[src/wlt_pkg.sv]
`default_nettype none
package wlt_pkg;

  // table geometry
  localparam int SLOTS    = 16;
  localparam int SLOT_W   = $clog2(SLOTS);
  localparam int RANK_W   = $clog2(SLOTS + 1);
  localparam int CURSOR_W = 16;
  localparam int CURSOR_H = 16;

  // signed 32-bit saturation bounds for translated coordinates
  localparam logic signed [31:0] SAT_HI = 32'sh7FFF_FFFF;
  localparam logic signed [31:0] SAT_LO = 32'sh8000_0000;

  // configuration register indexes
  localparam logic [3:0] CFG_SCREEN_W = 4'd0;
  localparam logic [3:0] CFG_SCREEN_H = 4'd1;
  localparam logic [15:0] SCREEN_W_RST = 16'd640;
  localparam logic [15:0] SCREEN_H_RST = 16'd480;

  typedef enum logic [3:0] {
    OP_INIT      = 4'd0,
    OP_CREATE    = 4'd1,
    OP_DESTROY   = 4'd2,
    OP_MOVE      = 4'd3,
    OP_VISIBLE   = 4'd4,
    OP_RAISE     = 4'd5,
    OP_INVAL_WIN = 4'd6,
    OP_INVAL_DSK = 4'd7,
    OP_POINTER   = 4'd8,
    OP_CLEAR     = 4'd9
  } opcode_t;

  typedef enum logic [1:0] {
    ST_OK         = 2'd0,
    ST_INVALID    = 2'd1,
    ST_NO_SPACE   = 2'd2,
    ST_BAD_HANDLE = 2'd3
  } status_t;

  // where a damage request takes its rectangle from
  typedef enum logic [2:0] {
    SRC_SLOT,
    SRC_NEW,
    SRC_IN,
    SRC_SCREEN,
    SRC_PTR,
    SRC_PTR_IN,
    SRC_INV
  } dmg_src_t;

  typedef enum logic [3:0] {
    S_IDLE,
    S_SCAN,
    S_EXEC,
    S_CLIP_A,
    S_MERGE_A,
    S_POST,
    S_INV1,
    S_INV2,
    S_CLIP_B,
    S_MERGE_B,
    S_FOCUS,
    S_DONE
  } ctl_state_t;

  typedef struct packed {
    logic     latch;
    logic     scan_step;
    logic     focus_step;
    logic     init_clear;
    logic     create;
    logic     destroy;
    logic     move;
    logic     visible;
    logic     raise;
    logic     clear_dirty;
    logic     cursor;
    logic     rq_load;
    dmg_src_t rq_src;
    logic     clip;
    logic     merge;
    logic     inv1;
    logic     status_set;
    status_t  status_val;
    logic     out_load;
  } wlt_cmd_t;

  typedef struct packed {
    opcode_t op;
    logic    lookup_ok;
    logic    size_ok;
    logic    scr_ok;
    logic    shown;
    logic    vis_change;
    logic    show;
    logic    rank_is_top;
    logic    free_found;
    logic    cursor_shown;
    logic    inv_ok;
    logic    walk_last;
  } wlt_stat_t;

  typedef struct packed {
    logic [3:0]         opcode;
    logic [3:0]         handle_slot;
    logic [15:0]        handle_generation;
    logic signed [31:0] pos_x;
    logic signed [31:0] pos_y;
    logic signed [16:0] size_w;
    logic signed [16:0] size_h;
    logic               show;
  } wlt_in_t;

  typedef struct packed {
    status_t     status;
    logic [3:0]  new_slot;
    logic [15:0] new_generation;
    logic        dirty_set;
    logic [15:0] dirty_x;
    logic [15:0] dirty_y;
    logic [15:0] dirty_w;
    logic [15:0] dirty_h;
    logic        focus_valid;
    logic [3:0]  focus_slot;
  } wlt_out_t;

endpackage
`default_nettype wire

[src/wlt_in_if.sv]
`default_nettype none
interface wlt_in_if;
  logic               valid;
  logic               ready;
  logic [3:0]         opcode;
  logic [3:0]         handle_slot;
  logic [15:0]        handle_generation;
  logic signed [31:0] pos_x;
  logic signed [31:0] pos_y;
  logic signed [16:0] size_w;
  logic signed [16:0] size_h;
  logic               show;

  modport source (output valid, opcode, handle_slot, handle_generation, pos_x, pos_y,
                  size_w, size_h, show, input ready);
  modport sink (input valid, opcode, handle_slot, handle_generation, pos_x, pos_y,
                size_w, size_h, show, output ready);
endinterface
`default_nettype wire

[src/wlt_out_if.sv]
`default_nettype none
interface wlt_out_if;
  logic        valid;
  logic        ready;
  logic [1:0]  status;
  logic [3:0]  new_slot;
  logic [15:0] new_generation;
  logic        dirty_set;
  logic [15:0] dirty_x;
  logic [15:0] dirty_y;
  logic [15:0] dirty_w;
  logic [15:0] dirty_h;
  logic        focus_valid;
  logic [3:0]  focus_slot;

  modport source (output valid, status, new_slot, new_generation, dirty_set, dirty_x,
                  dirty_y, dirty_w, dirty_h, focus_valid, focus_slot, input ready);
  modport sink (input valid, status, new_slot, new_generation, dirty_set, dirty_x,
                dirty_y, dirty_w, dirty_h, focus_valid, focus_slot, output ready);
endinterface
`default_nettype wire

[src/wlt_cfg_if.sv]
`default_nettype none
interface wlt_cfg_if;
  logic        valid;
  logic        ready;
  logic [3:0]  index;
  logic [15:0] data;

  modport source (output valid, index, data, input ready);
  modport sink (input valid, index, data, output ready);
endinterface
`default_nettype wire

[src/wlt_ctrl.sv]
`default_nettype none
module wlt_ctrl (
  input  logic               clk,
  input  logic               rst,
  input  logic               in_valid,
  output logic               in_ready,
  output logic               out_valid,
  input  logic               out_ready,
  input  wlt_pkg::wlt_stat_t stat,
  output wlt_pkg::wlt_cmd_t  cmd
);

  wlt_pkg::ctl_state_t state, state_next;
  logic handle_op;

  // state and output-valid registers
  always_ff @(posedge clk) begin
    if (rst) begin
      state     <= wlt_pkg::S_IDLE;
      out_valid <= 1'b0;
    end else begin
      state <= state_next;
      if (cmd.out_load) out_valid <= 1'b1;
      else if (out_ready) out_valid <= 1'b0;
    end
  end

  assign handle_op = (stat.op == wlt_pkg::OP_DESTROY) || (stat.op == wlt_pkg::OP_MOVE) ||
                     (stat.op == wlt_pkg::OP_VISIBLE) || (stat.op == wlt_pkg::OP_RAISE) ||
                     (stat.op == wlt_pkg::OP_INVAL_WIN);

  // next state and commands
  always_comb begin
    state_next = state;
    cmd        = '0;
    in_ready   = (state == wlt_pkg::S_IDLE);
    case (state)
      wlt_pkg::S_IDLE: begin
        if (in_valid) begin
          cmd.latch  = 1'b1;
          state_next = wlt_pkg::S_SCAN;
        end
      end
      wlt_pkg::S_SCAN: begin
        cmd.scan_step = 1'b1;
        if (stat.walk_last) state_next = wlt_pkg::S_EXEC;
      end
      wlt_pkg::S_EXEC: begin
        state_next = wlt_pkg::S_FOCUS;
        if (handle_op && !stat.lookup_ok) begin
          cmd.status_set = 1'b1;
          cmd.status_val = wlt_pkg::ST_BAD_HANDLE;
        end else begin
          case (stat.op)
            wlt_pkg::OP_INIT: begin
              if (!stat.scr_ok) begin
                cmd.status_set = 1'b1;
                cmd.status_val = wlt_pkg::ST_INVALID;
              end else begin
                cmd.init_clear = 1'b1;
                cmd.rq_load    = 1'b1;
                cmd.rq_src     = wlt_pkg::SRC_SCREEN;
                state_next     = wlt_pkg::S_CLIP_B;
              end
            end
            wlt_pkg::OP_CREATE: begin
              if (!stat.size_ok) begin
                cmd.status_set = 1'b1;
                cmd.status_val = wlt_pkg::ST_INVALID;
              end else if (!stat.free_found) begin
                cmd.status_set = 1'b1;
                cmd.status_val = wlt_pkg::ST_NO_SPACE;
              end else begin
                cmd.create  = 1'b1;
                cmd.rq_load = 1'b1;
                cmd.rq_src  = wlt_pkg::SRC_IN;
                state_next  = wlt_pkg::S_CLIP_B;
              end
            end
            wlt_pkg::OP_DESTROY, wlt_pkg::OP_MOVE: begin
              if (stat.shown) begin
                cmd.rq_load = 1'b1;
                cmd.rq_src  = wlt_pkg::SRC_SLOT;
                state_next  = wlt_pkg::S_CLIP_A;
              end else begin
                state_next = wlt_pkg::S_POST;
              end
            end
            wlt_pkg::OP_VISIBLE: begin
              if (stat.vis_change) begin
                cmd.visible = 1'b1;
                cmd.rq_load = 1'b1;
                cmd.rq_src  = wlt_pkg::SRC_SLOT;
                state_next  = wlt_pkg::S_CLIP_B;
              end
            end
            wlt_pkg::OP_RAISE: begin
              if (!stat.rank_is_top) begin
                cmd.raise   = 1'b1;
                cmd.rq_load = 1'b1;
                cmd.rq_src  = wlt_pkg::SRC_SLOT;
                state_next  = wlt_pkg::S_CLIP_B;
              end
            end
            wlt_pkg::OP_INVAL_WIN: begin
              if (!stat.size_ok) begin
                cmd.status_set = 1'b1;
                cmd.status_val = wlt_pkg::ST_INVALID;
              end else begin
                cmd.inv1   = 1'b1;
                state_next = wlt_pkg::S_INV1;
              end
            end
            wlt_pkg::OP_INVAL_DSK: begin
              cmd.rq_load = 1'b1;
              cmd.rq_src  = wlt_pkg::SRC_IN;
              state_next  = wlt_pkg::S_CLIP_B;
            end
            wlt_pkg::OP_POINTER: begin
              if (stat.cursor_shown) begin
                cmd.rq_load = 1'b1;
                cmd.rq_src  = wlt_pkg::SRC_PTR;
                state_next  = wlt_pkg::S_CLIP_A;
              end else begin
                state_next = wlt_pkg::S_POST;
              end
            end
            wlt_pkg::OP_CLEAR: cmd.clear_dirty = 1'b1;
            default: begin
              cmd.status_set = 1'b1;
              cmd.status_val = wlt_pkg::ST_INVALID;
            end
          endcase
        end
      end
      wlt_pkg::S_CLIP_A: begin
        cmd.clip   = 1'b1;
        state_next = wlt_pkg::S_MERGE_A;
      end
      wlt_pkg::S_MERGE_A: begin
        cmd.merge  = 1'b1;
        state_next = wlt_pkg::S_POST;
      end
      wlt_pkg::S_POST: begin
        state_next = wlt_pkg::S_FOCUS;
        case (stat.op)
          wlt_pkg::OP_DESTROY: cmd.destroy = 1'b1;
          wlt_pkg::OP_MOVE: begin
            cmd.move = 1'b1;
            if (stat.shown) begin
              cmd.rq_load = 1'b1;
              cmd.rq_src  = wlt_pkg::SRC_NEW;
              state_next  = wlt_pkg::S_CLIP_B;
            end
          end
          wlt_pkg::OP_POINTER: begin
            cmd.cursor = 1'b1;
            if (stat.show) begin
              cmd.rq_load = 1'b1;
              cmd.rq_src  = wlt_pkg::SRC_PTR_IN;
              state_next  = wlt_pkg::S_CLIP_B;
            end
          end
          default: state_next = wlt_pkg::S_FOCUS;
        endcase
      end
      wlt_pkg::S_INV1: state_next = wlt_pkg::S_INV2;
      wlt_pkg::S_INV2: begin
        state_next = wlt_pkg::S_FOCUS;
        if (stat.inv_ok && stat.shown) begin
          cmd.rq_load = 1'b1;
          cmd.rq_src  = wlt_pkg::SRC_INV;
          state_next  = wlt_pkg::S_CLIP_B;
        end
      end
      wlt_pkg::S_CLIP_B: begin
        cmd.clip   = 1'b1;
        state_next = wlt_pkg::S_MERGE_B;
      end
      wlt_pkg::S_MERGE_B: begin
        cmd.merge  = 1'b1;
        state_next = wlt_pkg::S_FOCUS;
      end
      wlt_pkg::S_FOCUS: begin
        cmd.focus_step = 1'b1;
        if (stat.walk_last) state_next = wlt_pkg::S_DONE;
      end
      wlt_pkg::S_DONE: begin
        if (!out_valid || out_ready) begin
          cmd.out_load = 1'b1;
          state_next   = wlt_pkg::S_IDLE;
        end
      end
      default: state_next = wlt_pkg::S_IDLE;
    endcase
  end

`ifndef SYNTHESIS
  // a merge always follows the clip of the same request
  a_merge_after_clip: assert property (@(posedge clk) disable iff (rst)
    cmd.merge |-> $past(cmd.clip)) else $error("merge without clip");
  // a result appears only from the done state
  a_out_from_done: assert property (@(posedge clk) disable iff (rst)
    $rose(out_valid) |-> $past(state) == wlt_pkg::S_DONE) else $error("stray result");
  // an accepted beat starts the slot scan
  a_accept_scans: assert property (@(posedge clk) disable iff (rst)
    cmd.latch |=> state == wlt_pkg::S_SCAN) else $error("accept without scan");
  // slot writes never coincide with the output load
  a_no_write_on_load: assert property (@(posedge clk) disable iff (rst)
    cmd.out_load |-> !(cmd.create || cmd.destroy || cmd.move || cmd.raise))
    else $error("slot write during output load");
`endif

endmodule
`default_nettype wire

[src/wlt_dp.sv]
`default_nettype none
module wlt_dp (
  input  logic               clk,
  input  logic               rst,
  input  wlt_pkg::wlt_cmd_t  cmd,
  output wlt_pkg::wlt_stat_t stat,
  input  wlt_pkg::wlt_in_t   in_item,
  output wlt_pkg::wlt_out_t  out_item,
  input  logic               cfg_valid,
  input  logic [3:0]         cfg_index,
  input  logic [15:0]        cfg_data
);

  localparam int SW = wlt_pkg::SLOT_W;
  localparam int RW = wlt_pkg::RANK_W;

  // screen size registers
  logic [15:0] scr_w, scr_h;

  // latched command
  wlt_pkg::wlt_in_t it;

  // slot table
  logic          used  [wlt_pkg::SLOTS];
  logic          shown [wlt_pkg::SLOTS];
  logic [15:0]   gen   [wlt_pkg::SLOTS];
  logic [RW-1:0] rank  [wlt_pkg::SLOTS];
  logic signed [31:0] left_pos [wlt_pkg::SLOTS];
  logic signed [31:0] top_pos  [wlt_pkg::SLOTS];
  logic [15:0]   wid [wlt_pkg::SLOTS];
  logic [15:0]   hgt [wlt_pkg::SLOTS];

  // walk state
  logic [SW-1:0] walk;
  logic          walk_last;
  logic [RW-1:0] top_rank;
  logic          free_found;
  logic [SW-1:0] free_idx;
  logic          best_ok;
  logic [SW-1:0] best_idx;
  logic [RW-1:0] best_rank;

  // dirty box, pointer, result fields
  logic [15:0] bx_l, bx_t, bx_r, bx_b;
  logic        dmg_flag;
  logic signed [31:0] cur_x, cur_y;
  logic        cur_shown;
  wlt_pkg::status_t status;
  logic [3:0]  nslot;
  logic [15:0] ngen;

  // damage request and clip stage
  logic signed [31:0] rq_x, rq_y;
  logic signed [16:0] rq_w, rq_h;
  logic signed [31:0] rq_x_next, rq_y_next;
  logic signed [16:0] rq_w_next, rq_h_next;
  logic        cl_ok;
  logic [15:0] cl_l, cl_t, cl_r, cl_b;

  // window-invalidate stage
  logic        iv_ok;
  logic [15:0] iv_x, iv_y, iv_r, iv_b;

  logic [SW-1:0] tgt;
  logic          in_range;
  logic [15:0]   gen_inc;

  // target slot: the free slot for create, else the handle slot
  assign tgt      = (it.opcode == wlt_pkg::OP_CREATE) ? free_idx : SW'(it.handle_slot);
  assign in_range = (32'(it.handle_slot) < wlt_pkg::SLOTS);
  assign walk_last = (walk == SW'(wlt_pkg::SLOTS - 1));
  assign gen_inc  = gen[tgt] + 16'd1;

  // status toward the controller
  always_comb begin
    stat.op           = wlt_pkg::opcode_t'(it.opcode);
    stat.lookup_ok    = in_range && (it.handle_generation != 16'd0) && used[tgt] &&
                        (gen[tgt] == it.handle_generation);
    stat.size_ok      = (it.size_w > 17'sd0) && (it.size_h > 17'sd0);
    stat.scr_ok       = (scr_w != 16'd0) && (scr_h != 16'd0);
    stat.shown        = shown[tgt];
    stat.vis_change   = shown[tgt] != it.show;
    stat.show         = it.show;
    stat.rank_is_top  = rank[tgt] == top_rank;
    stat.free_found   = free_found;
    stat.cursor_shown = cur_shown;
    stat.inv_ok       = iv_ok;
    stat.walk_last    = walk_last;
  end

  // damage request source select
  logic signed [32:0] tx_sum, ty_sum;
  logic signed [31:0] tx_sat, ty_sat;
  always_comb begin
    tx_sum = $signed({17'd0, iv_x}) + 33'(left_pos[tgt]);
    ty_sum = $signed({17'd0, iv_y}) + 33'(top_pos[tgt]);
    if (tx_sum[32] != tx_sum[31]) tx_sat = tx_sum[32] ? wlt_pkg::SAT_LO : wlt_pkg::SAT_HI;
    else tx_sat = tx_sum[31:0];
    if (ty_sum[32] != ty_sum[31]) ty_sat = ty_sum[32] ? wlt_pkg::SAT_LO : wlt_pkg::SAT_HI;
    else ty_sat = ty_sum[31:0];
    case (cmd.rq_src)
      wlt_pkg::SRC_SLOT: begin
        rq_x_next = left_pos[tgt];
        rq_y_next = top_pos[tgt];
        rq_w_next = $signed({1'b0, wid[tgt]});
        rq_h_next = $signed({1'b0, hgt[tgt]});
      end
      wlt_pkg::SRC_NEW: begin
        rq_x_next = it.pos_x;
        rq_y_next = it.pos_y;
        rq_w_next = $signed({1'b0, wid[tgt]});
        rq_h_next = $signed({1'b0, hgt[tgt]});
      end
      wlt_pkg::SRC_IN: begin
        rq_x_next = it.pos_x;
        rq_y_next = it.pos_y;
        rq_w_next = it.size_w;
        rq_h_next = it.size_h;
      end
      wlt_pkg::SRC_SCREEN: begin
        rq_x_next = '0;
        rq_y_next = '0;
        rq_w_next = $signed({1'b0, scr_w});
        rq_h_next = $signed({1'b0, scr_h});
      end
      wlt_pkg::SRC_PTR: begin
        rq_x_next = cur_x;
        rq_y_next = cur_y;
        rq_w_next = 17'(wlt_pkg::CURSOR_W);
        rq_h_next = 17'(wlt_pkg::CURSOR_H);
      end
      wlt_pkg::SRC_PTR_IN: begin
        rq_x_next = it.pos_x;
        rq_y_next = it.pos_y;
        rq_w_next = 17'(wlt_pkg::CURSOR_W);
        rq_h_next = 17'(wlt_pkg::CURSOR_H);
      end
      wlt_pkg::SRC_INV: begin
        rq_x_next = tx_sat;
        rq_y_next = ty_sat;
        rq_w_next = $signed({1'b0, iv_r}) - $signed({1'b0, iv_x});
        rq_h_next = $signed({1'b0, iv_b}) - $signed({1'b0, iv_y});
      end
      default: begin
        rq_x_next = '0;
        rq_y_next = '0;
        rq_w_next = '0;
        rq_h_next = '0;
      end
    endcase
  end

  // clip a request to the screen
  logic signed [33:0] cr, cb, cl, ct, crc, cbc;
  logic               clip_ok;
  always_comb begin
    cr  = 34'(rq_x) + 34'(rq_w);
    cb  = 34'(rq_y) + 34'(rq_h);
    cl  = (rq_x < 0) ? 34'sd0 : 34'(rq_x);
    ct  = (rq_y < 0) ? 34'sd0 : 34'(rq_y);
    crc = (cr > $signed({18'd0, scr_w})) ? $signed({18'd0, scr_w}) : cr;
    cbc = (cb > $signed({18'd0, scr_h})) ? $signed({18'd0, scr_h}) : cb;
    clip_ok = (rq_w > 17'sd0) && (rq_h > 17'sd0) && (cl < crc) && (ct < cbc);
  end

  // clip a window-relative area to its surface
  logic signed [33:0] vr, vb, vrc, vbc, vx, vy;
  always_comb begin
    vr  = 34'(it.pos_x) + 34'(it.size_w);
    vb  = 34'(it.pos_y) + 34'(it.size_h);
    vx  = (it.pos_x < 0) ? 34'sd0 : 34'(it.pos_x);
    vy  = (it.pos_y < 0) ? 34'sd0 : 34'(it.pos_y);
    vrc = (vr > $signed({18'd0, wid[tgt]})) ? $signed({18'd0, wid[tgt]}) : vr;
    vbc = (vb > $signed({18'd0, hgt[tgt]})) ? $signed({18'd0, hgt[tgt]}) : vb;
  end

  // payload registers of the datapath
  always_ff @(posedge clk) begin
    if (cmd.latch) it <= in_item;
    if (cmd.rq_load) begin
      rq_x <= rq_x_next;
      rq_y <= rq_y_next;
      rq_w <= rq_w_next;
      rq_h <= rq_h_next;
    end
    if (cmd.clip) begin
      cl_ok <= clip_ok;
      cl_l  <= cl[15:0];
      cl_t  <= ct[15:0];
      cl_r  <= crc[15:0];
      cl_b  <= cbc[15:0];
    end
    if (cmd.inv1) begin
      iv_ok <= (vx < vrc) && (vy < vbc);
      iv_x  <= vx[15:0];
      iv_y  <= vy[15:0];
      iv_r  <= vrc[15:0];
      iv_b  <= vbc[15:0];
    end
    if (cmd.create) begin
      left_pos[tgt] <= it.pos_x;
      top_pos[tgt]  <= it.pos_y;
      wid[tgt]      <= it.size_w[15:0];
      hgt[tgt]      <= it.size_h[15:0];
    end
    if (cmd.move) begin
      left_pos[tgt] <= it.pos_x;
      top_pos[tgt]  <= it.pos_y;
    end
    if (cmd.out_load) begin
      out_item.status         <= status;
      out_item.new_slot       <= nslot;
      out_item.new_generation <= ngen;
      out_item.dirty_set      <= dmg_flag;
      out_item.dirty_x        <= bx_l;
      out_item.dirty_y        <= bx_t;
      out_item.dirty_w        <= bx_r - bx_l;
      out_item.dirty_h        <= bx_b - bx_t;
      out_item.focus_valid    <= best_ok;
      out_item.focus_slot     <= 4'(best_idx);
    end
  end

  // control state of the table
  always_ff @(posedge clk) begin
    if (rst) begin
      scr_w     <= wlt_pkg::SCREEN_W_RST;
      scr_h     <= wlt_pkg::SCREEN_H_RST;
      walk      <= '0;
      top_rank  <= '0;
      free_found <= 1'b0;
      free_idx  <= '0;
      best_ok   <= 1'b0;
      best_idx  <= '0;
      best_rank <= '0;
      bx_l      <= '0;
      bx_t      <= '0;
      bx_r      <= '0;
      bx_b      <= '0;
      dmg_flag  <= 1'b0;
      cur_x     <= '0;
      cur_y     <= '0;
      cur_shown <= 1'b0;
      status    <= wlt_pkg::ST_OK;
      nslot     <= '0;
      ngen      <= '0;
      for (int i = 0; i < wlt_pkg::SLOTS; i++) begin
        used[i]  <= 1'b0;
        shown[i] <= 1'b0;
        gen[i]   <= '0;
        rank[i]  <= '0;
      end
    end else begin
      // configuration beats
      if (cfg_valid && cfg_index == wlt_pkg::CFG_SCREEN_W) scr_w <= cfg_data;
      if (cfg_valid && cfg_index == wlt_pkg::CFG_SCREEN_H) scr_h <= cfg_data;

      if (cmd.latch) begin
        top_rank   <= '0;
        free_found <= 1'b0;
        free_idx   <= '0;
        best_ok    <= 1'b0;
        best_idx   <= '0;
        best_rank  <= '0;
        status     <= wlt_pkg::ST_OK;
        nslot      <= '0;
        ngen       <= '0;
      end
      if (cmd.status_set) status <= cmd.status_val;

      // slot walk shared by the pre-scan and the focus search
      if (cmd.scan_step || cmd.focus_step) walk <= walk_last ? '0 : walk + SW'(1);
      if (cmd.scan_step) begin
        if (used[walk] && rank[walk] > top_rank) top_rank <= rank[walk];
        if (!used[walk] && !free_found) begin
          free_found <= 1'b1;
          free_idx   <= walk;
        end
      end
      if (cmd.focus_step && used[walk] && shown[walk] &&
          (!best_ok || rank[walk] > best_rank)) begin
        best_ok   <= 1'b1;
        best_idx  <= walk;
        best_rank <= rank[walk];
      end

      // slot table updates
      if (cmd.init_clear) begin
        for (int i = 0; i < wlt_pkg::SLOTS; i++) begin
          used[i]  <= 1'b0;
          shown[i] <= 1'b0;
          gen[i]   <= '0;
          rank[i]  <= '0;
        end
        cur_x     <= '0;
        cur_y     <= '0;
        cur_shown <= 1'b0;
      end
      if (cmd.create) begin
        gen[tgt]   <= (gen_inc == 16'd0) ? 16'd1 : gen_inc;
        rank[tgt]  <= top_rank + RW'(1);
        used[tgt]  <= 1'b1;
        shown[tgt] <= 1'b1;
        nslot      <= 4'(tgt);
        ngen       <= (gen_inc == 16'd0) ? 16'd1 : gen_inc;
      end
      if (cmd.destroy) begin
        for (int i = 0; i < wlt_pkg::SLOTS; i++)
          if (used[i] && rank[i] > rank[tgt]) rank[i] <= rank[i] - RW'(1);
        used[tgt]  <= 1'b0;
        shown[tgt] <= 1'b0;
      end
      if (cmd.raise) begin
        for (int i = 0; i < wlt_pkg::SLOTS; i++)
          if (used[i] && rank[i] > rank[tgt]) rank[i] <= rank[i] - RW'(1);
        rank[tgt] <= top_rank;
      end
      if (cmd.visible) shown[tgt] <= it.show;
      if (cmd.cursor) begin
        cur_x     <= it.pos_x;
        cur_y     <= it.pos_y;
        cur_shown <= it.show;
      end

      // dirty box
      if (cmd.init_clear || cmd.clear_dirty) begin
        dmg_flag <= 1'b0;
        bx_l     <= '0;
        bx_t     <= '0;
        bx_r     <= '0;
        bx_b     <= '0;
      end
      if (cmd.merge && cl_ok) begin
        dmg_flag <= 1'b1;
        if (dmg_flag) begin
          bx_l <= (bx_l < cl_l) ? bx_l : cl_l;
          bx_t <= (bx_t < cl_t) ? bx_t : cl_t;
          bx_r <= (bx_r > cl_r) ? bx_r : cl_r;
          bx_b <= (bx_b > cl_b) ? bx_b : cl_b;
        end else begin
          bx_l <= cl_l;
          bx_t <= cl_t;
          bx_r <= cl_r;
          bx_b <= cl_b;
        end
      end
    end
  end

endmodule
`default_nettype wire

[src/window_layer_table_with_dirty_union.sv]
`default_nettype none
// Channel   Dir  Beat contents
// cmd_in    in   opcode, handle_slot, handle_generation, pos_x, pos_y, size_w, size_h, show
// res_out   out  status, new_slot, new_generation, dirty box, focus
// cfg       in   index (0 screen_width, 1 screen_height), data; always ready
//
// One command at a time: a slot scan over all 16 slots (top rank, first free slot), then
// update and damage clip/merge, a focus search over the slot table, then the result load.
// A result waits in the output register while the next command is taken.
// rst is synchronous: empty table, screen 640x480, no dirty box, pointer hidden.
module window_layer_table_with_dirty_union (
  input  logic       clk,
  input  logic       rst,
  wlt_in_if.sink     cmd_in,
  wlt_out_if.source  res_out,
  wlt_cfg_if.sink    cfg
);

  wlt_pkg::wlt_cmd_t  cmd;
  wlt_pkg::wlt_stat_t stat;
  wlt_pkg::wlt_in_t   in_item;
  wlt_pkg::wlt_out_t  out_item;

  assign cfg.ready = 1'b1;

  // pack the input beat
  always_comb begin
    in_item.opcode            = cmd_in.opcode;
    in_item.handle_slot       = cmd_in.handle_slot;
    in_item.handle_generation = cmd_in.handle_generation;
    in_item.pos_x             = cmd_in.pos_x;
    in_item.pos_y             = cmd_in.pos_y;
    in_item.size_w            = cmd_in.size_w;
    in_item.size_h            = cmd_in.size_h;
    in_item.show              = cmd_in.show;
  end

  // unpack the result beat
  assign res_out.status         = out_item.status;
  assign res_out.new_slot       = out_item.new_slot;
  assign res_out.new_generation = out_item.new_generation;
  assign res_out.dirty_set      = out_item.dirty_set;
  assign res_out.dirty_x        = out_item.dirty_x;
  assign res_out.dirty_y        = out_item.dirty_y;
  assign res_out.dirty_w        = out_item.dirty_w;
  assign res_out.dirty_h        = out_item.dirty_h;
  assign res_out.focus_valid    = out_item.focus_valid;
  assign res_out.focus_slot     = out_item.focus_slot;

  wlt_ctrl u_ctrl (
    .clk       (clk),
    .rst       (rst),
    .in_valid  (cmd_in.valid),
    .in_ready  (cmd_in.ready),
    .out_valid (res_out.valid),
    .out_ready (res_out.ready),
    .stat      (stat),
    .cmd       (cmd)
  );

  wlt_dp u_dp (
    .clk       (clk),
    .rst       (rst),
    .cmd       (cmd),
    .stat      (stat),
    .in_item   (in_item),
    .out_item  (out_item),
    .cfg_valid (cfg.valid),
    .cfg_index (cfg.index),
    .cfg_data  (cfg.data)
  );

endmodule
`default_nettype wire
[src/flat_wrapper.sv]
// flat-port wrapper written by rule: the top's interface ports become plain ports
module window_layer_table_with_dirty_union_flat 
  (clk, rst, cmd_in_valid, cmd_in_opcode, cmd_in_handle_slot, cmd_in_handle_generation, cmd_in_pos_x, cmd_in_pos_y, cmd_in_size_w, cmd_in_size_h, cmd_in_show, cmd_in_ready, res_out_valid, res_out_status, res_out_new_slot, res_out_new_generation, res_out_dirty_set, res_out_dirty_x, res_out_dirty_y, res_out_dirty_w, res_out_dirty_h, res_out_focus_valid, res_out_focus_slot, res_out_ready, cfg_valid, cfg_index, cfg_data, cfg_ready);
  wlt_in_if cmd_in_i ();
  wlt_out_if res_out_i ();
  wlt_cfg_if cfg_i ();
  input  logic clk;
  input  logic rst;
  input wire logic [$bits(cmd_in_i.valid)-1:0] cmd_in_valid;
  input wire logic [$bits(cmd_in_i.opcode)-1:0] cmd_in_opcode;
  input wire logic [$bits(cmd_in_i.handle_slot)-1:0] cmd_in_handle_slot;
  input wire logic [$bits(cmd_in_i.handle_generation)-1:0] cmd_in_handle_generation;
  input wire logic [$bits(cmd_in_i.pos_x)-1:0] cmd_in_pos_x;
  input wire logic [$bits(cmd_in_i.pos_y)-1:0] cmd_in_pos_y;
  input wire logic [$bits(cmd_in_i.size_w)-1:0] cmd_in_size_w;
  input wire logic [$bits(cmd_in_i.size_h)-1:0] cmd_in_size_h;
  input wire logic [$bits(cmd_in_i.show)-1:0] cmd_in_show;
  output wire logic [$bits(cmd_in_i.ready)-1:0] cmd_in_ready;
  output wire logic [$bits(res_out_i.valid)-1:0] res_out_valid;
  output wire logic [$bits(res_out_i.status)-1:0] res_out_status;
  output wire logic [$bits(res_out_i.new_slot)-1:0] res_out_new_slot;
  output wire logic [$bits(res_out_i.new_generation)-1:0] res_out_new_generation;
  output wire logic [$bits(res_out_i.dirty_set)-1:0] res_out_dirty_set;
  output wire logic [$bits(res_out_i.dirty_x)-1:0] res_out_dirty_x;
  output wire logic [$bits(res_out_i.dirty_y)-1:0] res_out_dirty_y;
  output wire logic [$bits(res_out_i.dirty_w)-1:0] res_out_dirty_w;
  output wire logic [$bits(res_out_i.dirty_h)-1:0] res_out_dirty_h;
  output wire logic [$bits(res_out_i.focus_valid)-1:0] res_out_focus_valid;
  output wire logic [$bits(res_out_i.focus_slot)-1:0] res_out_focus_slot;
  input wire logic [$bits(res_out_i.ready)-1:0] res_out_ready;
  input wire logic [$bits(cfg_i.valid)-1:0] cfg_valid;
  input wire logic [$bits(cfg_i.index)-1:0] cfg_index;
  input wire logic [$bits(cfg_i.data)-1:0] cfg_data;
  output wire logic [$bits(cfg_i.ready)-1:0] cfg_ready;
  assign cmd_in_i.valid = cmd_in_valid;
  assign cmd_in_i.opcode = cmd_in_opcode;
  assign cmd_in_i.handle_slot = cmd_in_handle_slot;
  assign cmd_in_i.handle_generation = cmd_in_handle_generation;
  assign cmd_in_i.pos_x = cmd_in_pos_x;
  assign cmd_in_i.pos_y = cmd_in_pos_y;
  assign cmd_in_i.size_w = cmd_in_size_w;
  assign cmd_in_i.size_h = cmd_in_size_h;
  assign cmd_in_i.show = cmd_in_show;
  assign cmd_in_ready = cmd_in_i.ready;
  assign res_out_valid = res_out_i.valid;
  assign res_out_status = res_out_i.status;
  assign res_out_new_slot = res_out_i.new_slot;
  assign res_out_new_generation = res_out_i.new_generation;
  assign res_out_dirty_set = res_out_i.dirty_set;
  assign res_out_dirty_x = res_out_i.dirty_x;
  assign res_out_dirty_y = res_out_i.dirty_y;
  assign res_out_dirty_w = res_out_i.dirty_w;
  assign res_out_dirty_h = res_out_i.dirty_h;
  assign res_out_focus_valid = res_out_i.focus_valid;
  assign res_out_focus_slot = res_out_i.focus_slot;
  assign res_out_i.ready = res_out_ready;
  assign cfg_i.valid = cfg_valid;
  assign cfg_i.index = cfg_index;
  assign cfg_i.data = cfg_data;
  assign cfg_ready = cfg_i.ready;
  window_layer_table_with_dirty_union u_core (.clk(clk), .rst(rst), .cmd_in(cmd_in_i), .res_out(res_out_i), .cfg(cfg_i));
endmodule
[config.mk]
export PLATFORM = sky130hd
export DESIGN_NAME = window_layer_table_with_dirty_union_flat
export DESIGN_NICKNAME = d
export VERILOG_FILES = /design/src/wlt_pkg.sv /design/src/wlt_in_if.sv /design/src/wlt_out_if.sv /design/src/wlt_cfg_if.sv /design/src/wlt_ctrl.sv /design/src/wlt_dp.sv /design/src/window_layer_table_with_dirty_union.sv /design/src/flat_wrapper.sv
export SDC_FILE = /design/constraint.sdc
export NUM_CORES = 2
export LEC_CHECK = 0
export BUFFER_PORTS_ARGS = -buffer_cell sky130_fd_sc_hd__buf_2
export CORE_ASPECT_RATIO = 1.1
export CORE_MARGIN = 4
export CORE_UTILIZATION = 45
export CTS_BUF_LIST = sky130_fd_sc_hd__clkbuf_4 sky130_fd_sc_hd__clkbuf_8
export DETAILED_ROUTE_END_ITERATION = 10
export GPL_TIMING_DRIVEN = 0
export SYNTH_ARGS = -nofsm -noshare
export SYNTH_HDL_FRONTEND = slang
export SYNTH_SLANG_ARGS = --single-unit
[constraint.sdc]
create_clock -name clk -period 9.6 [get_ports clk]
set_clock_uncertainty 0.2 [all_clocks]
set_input_delay 0 -clock clk [delete_from_list [all_inputs] [get_ports clk]]
set_output_delay 0 -clock clk [all_outputs]
set_load 0.005 [all_outputs]
==> results.tsv <==
stage	metric	value	unit
status	status	complete, but fails checks	
status	failed_checks	capacitance limit, slew limit	
placed_design	dpl.hpwl	337	mm
clock_tree	clkLatencyLatePin	1170	ps
logic_synthesis	synth-compound-area-share	0.0972	
sta	period_share	0.992	
clock_tree	cts_max_level	5	
logic_synthesis	synth_top_family_by_area	simple AND/OR/NAND/NOR gates	
min_path	holdPathStages	3	
power_and_ir_drop	ir_drop	196	uV
logic_synthesis	ys_ff_latch	2564	
drt	ant_nets	0	
global_route	antenna_found_initial	49	
power_and_ir_drop	share_comb_of_total_power	0.354	
sta	setup_viol	0	
sta	finalHoldViolCount	0	
global_route	track_usage	0.307	
critical_path	worstPathArrival	10270	ps
layout	final_common_cell	edfxtp_1	
drt	viasPerCell	5.97	
global_route	grt_first_pass_wirelength	650	mm
drt	firstDrtPassIters	8	
logic_synthesis	ys_types	101	
layout	fin_nets	12800	
critical_path	cpPeakStageDelay	510	ps
floorplanning	core_area	0.279	mm^2
placed_design	portBuffers	240	
global_route	grt_max_degree	70	
logic_synthesis	synth_xor_area_frac	0.0178	
layout	fin_area	0.149	mm^2
drt	routed_wirelength	457	mm
logic_synthesis	synth_edf_count	2347	
sta	finalCriticalPeriod	9530	ps
critical_path	r2r_slack	70	ps
logic_synthesis	synth_warnings	0	
layout	utilization	0.534	
clock_tree	cts_buffers	413	
power_and_ir_drop	switching_share	0.386	
critical_path	crit_family	compound AO/OA/AOI/OAI gates	
job	maxCapViolCount	2	
power_and_ir_drop	powerDensity	250	mW/mm^2
layout	final_cell_mix	2347 x edfxtp_1, 1764 x nand2_1, 769 x nand3_1	
global_route	grt.overflow.total	0	
logic_synthesis	synthesis.nets	11600	
logic_synthesis	async_reset_ff_frac	0	
critical_path	critPathCaptureType	register	
clock_tree	cts_tree	yes	
critical_path	crit_path_max_fanout	16	
logic_synthesis	yosysTopAreaCell	edfxtp_1	
min_path	min_from	cmd_in_pos_y[14]	
layout	syn_to_final_growth	17.9	%
logic_synthesis	syn_area	0.126	mm^2
critical_path	rr_worst_depth	37	
critical_path	cp_slowest_cell	or4b_4	
clock_tree	numClockSinks	2564	
power_and_ir_drop	p_int	22.9	mW
drt	dr.first_iter.drc_count	10900	
power_and_ir_drop	seqPwrFrac	0.386	
sta	relSlewSlack	-0.0322	
clock_tree	cts_buffer_depth	4	
critical_path	crit_top_cell	a21o_1	
sta	tightestPinTransition	1550	ps
sta	rsz0062_at_grt	true	
floorplanning	die_area	0.289	mm^2
floorplanning	start_util	0.453	
layout	drive_above_1_share	0.133	
floorplanning	pin_count	243	
logic_synthesis	synth.top_cell.area_share	0.558	
critical_path	worstReg2RegStart	u_core.u_dp.stat[12]$_DFFE_PP_	
critical_path	r2r_end	u_core.u_dp.iv_ok$_DFFE_PP_	
drt	vias	96000	
global_route	grt_pass1_vias	93700	
logic_synthesis	synth_simple_gate_area_share	0.145	
logic_synthesis	synthAdderAreaFrac	0.0587	
floorplanning	die_h	564	um
placed_design	gp_congestion	0.979	
critical_path	critPathRequiredTime	10340	ps
power_and_ir_drop	clockPowerShare	0.260	
drt	drc	0	
drt	wl_per_cell	28.4	um
critical_path	path_buf_inv	8	
placed_design	place_worst_setup_slack	-5410	ps
logic_synthesis	ys_seq_area_frac	0.592	
logic_synthesis	syn_inst	10800	
clock_tree	cts-root-buf	clkbuf_8	
power_and_ir_drop	leakagePower	55.5	nW
min_path	whs_endpoint	u_core.u_dp.it[49]$_DFFE_PP_	
logic_synthesis	ys.flop_type	edfxtp_1	
logic_synthesis	syn_area_per_cell	11.7	um^2
power_and_ir_drop	power.net_switching	14.4	mW
floorplanning	rows	203	
min_path	hold_path.class	in -> reg	
critical_path	critical_path_class	reg -> reg	
sta	max_freq	105	MHz
clock_tree	path_clk_slew	60	ps
sta	fin_ws	72.4	ps
floorplanning	fp.dieW	513	um
sta	holdWs	80.9	ps
critical_path	worst_setup_path_start_kind	register	
logic_synthesis	muxShareOfSynthArea	0.0581	
sta	maxSlewViolCount	23	
logic_synthesis	yosys-top-cells-area	edfxtp_1 56%, ha_1 5.7%, nand2_1 5.2%	
placed_design	dpl-instance-area	0.135	mm^2
[per-stage QoR]
step	cells	setup TNS (ps)	total power, mW
2_1_floorplan	10800	0	21.5
3_3_place_gp	14800	-4836980	26.4
3_5_place_dp	14900	-254720	26.8
4_1_cts	16100	0	37.0
5_1_grt	16100	-170	38.8
6_report	16100	0	37.3
[flip-flops by register name (all words and copies together), names as in the netlist, 17 cells and up, named ones only]
register and count:
u_core.u_dp.cur_y 32, u_core.u_dp.hgt 256, u_core.u_dp.rank 80, u_core.u_dp.cur_x 32
u_core.u_dp.rq_h 17, u_core.u_dp.rq_w 17, u_core.u_dp.it 118, u_core.u_dp.out_item 92
u_core.u_dp.left_pos 512, u_core.u_dp.rq_y 32, u_core.u_dp.gen 256, u_core.u_dp.top_pos 512
u_core.u_dp.rq_x 32, u_core.u_dp.wid 256
[how the worst max path moves through the flow]
stage	from	to	depth (start not counted)
finish	u_core.u_dp.stat[12]$_DFFE_PP_	u_core.u_dp.iv_ok$_DFFE_PP_	37
global route	u_core.u_dp.stat[12]$_DFFE_PP_	u_core.u_dp.iv_ok$_DFFE_PP_	41
CTS	u_core.u_dp.stat[12]$_DFFE_PP_	u_core.u_dp.iv_ok$_DFFE_PP_	41
detailed placement	u_core.u_dp.stat[14]$_DFFE_PP_	u_core.u_dp.iv_ok$_DFFE_PP_	38
global placement	u_core.u_dp.stat[14]$_DFFE_PP_	u_core.u_dp.iv_ok$_DFFE_PP_	38
floorplan	u_core.u_dp.stat[12]$_DFFE_PP_	u_core.u_dp.iv_ok$_DFFE_PP_	45
[power groups by stage]
stage	clock network, mW	logic, mW	registers (mW)
after floorplan	0	7.66	13.8
after global placement	0	11.8	14.6
after detailed placement	0	12.2	14.6
after CTS	9.83	12.9	14.3
after global routing	10.3	14.1	14.4
final	9.69	13.2	14.4
[kinds of logic after synthesis]
| family | after synthesis |
|---|---|
| multiplexers | 631 |
| buffers and inverters | 926 |
| adder cells (fa/ha/maj) | 587 |
| AND/OR/NAND/NOR | 4018 |
| flip-flops | 2564 |
| other | 1 |
| AO/OA/AOI/OAI | 1837 |
| XOR/XNOR | 257 |
[worst register-to-register path: cells and delay by family, from the launching register on]
family / cells / cell delay [ps]
compound gates: 16 / 3310
simple gates: 11 / 2700
buf+inv: 8 / 2070
fa+ha+maj: 2 / 510
flops: 1 / 500
[routing by layer]
| layer | up-vias | global-route usage | part of all wire |
|---|---|---|---|
| met5 | - | 0 | 0.00012 |
| met4 | 8 | 0.160 | 0.060 |
| met3 | 1034 | 0.0510 | 0.090 |
| met2 | 4873 | 0.492 | 0.45 |
| met1 | 47400 | 0.404 | 0.40 |
| li1 | 42700 | - | - |
[synth_stat cells (37+ instances only)]
| cell | number |
|---|---|
| a211o_1 | 64 |
| a21o_1 | 160 |
| a21oi_1 | 401 |
| a222oi_1 | 38 |
| a22oi_1 | 71 |
| a311oi_1 | 142 |
| a31oi_1 | 103 |
| and3_1 | 133 |
| buf_1 | 52 |
| buf_2 | 72 |
| clkbuf_1 | 394 |
| dfxtp_1 | 217 |
| edfxtp_1 | 2347 |
| ha_1 | 577 |
| inv_1 | 359 |
| mux2_2 | 57 |
| mux2i_1 | 479 |
| mux4_2 | 74 |
| nand2_1 | 1765 |
| nand2b_1 | 62 |
| nand3_1 | 771 |
| nand4_1 | 71 |
| nor2_1 | 673 |
| nor2b_1 | 201 |
| nor3_1 | 96 |
| nor4_1 | 59 |
| o21a_1 | 61 |
| o21ai_0 | 354 |
| o21ai_1 | 37 |
| o22ai_1 | 62 |
| xnor2_1 | 176 |
| xor2_1 | 81 |
[layout make-up]
| type | count | area (um^2) |
|---|---|---|
| clock buffers | 555 | 6940 |
| clock inverters | 214 | 1480 |
| repair buffers | 804 | 7890 |
| well taps | 3690 | 4620 |
| diodes | 17 | 42.5 |
| inverters | 360 | 1360 |
| multi-input cells | 7331 | 48700 |
| flip-flops and latches | 2564 | 74800 |
| plain buffers | 548 | 2980 |
| fillers | 23800 | 130000 |
[timing repair]
action | in CTS | in global routing
pin swaps | 15 | 6
hold buffers | 423 | 0
endpoints found under the setup margin | 142 | 23
gates resized for setup | 328 | 58
buffers inserted | 25 | 4
gates cloned | 2 | 0
endpoints found under the hold margin | 311 | 0
Power figures use the tool's default switching activity.
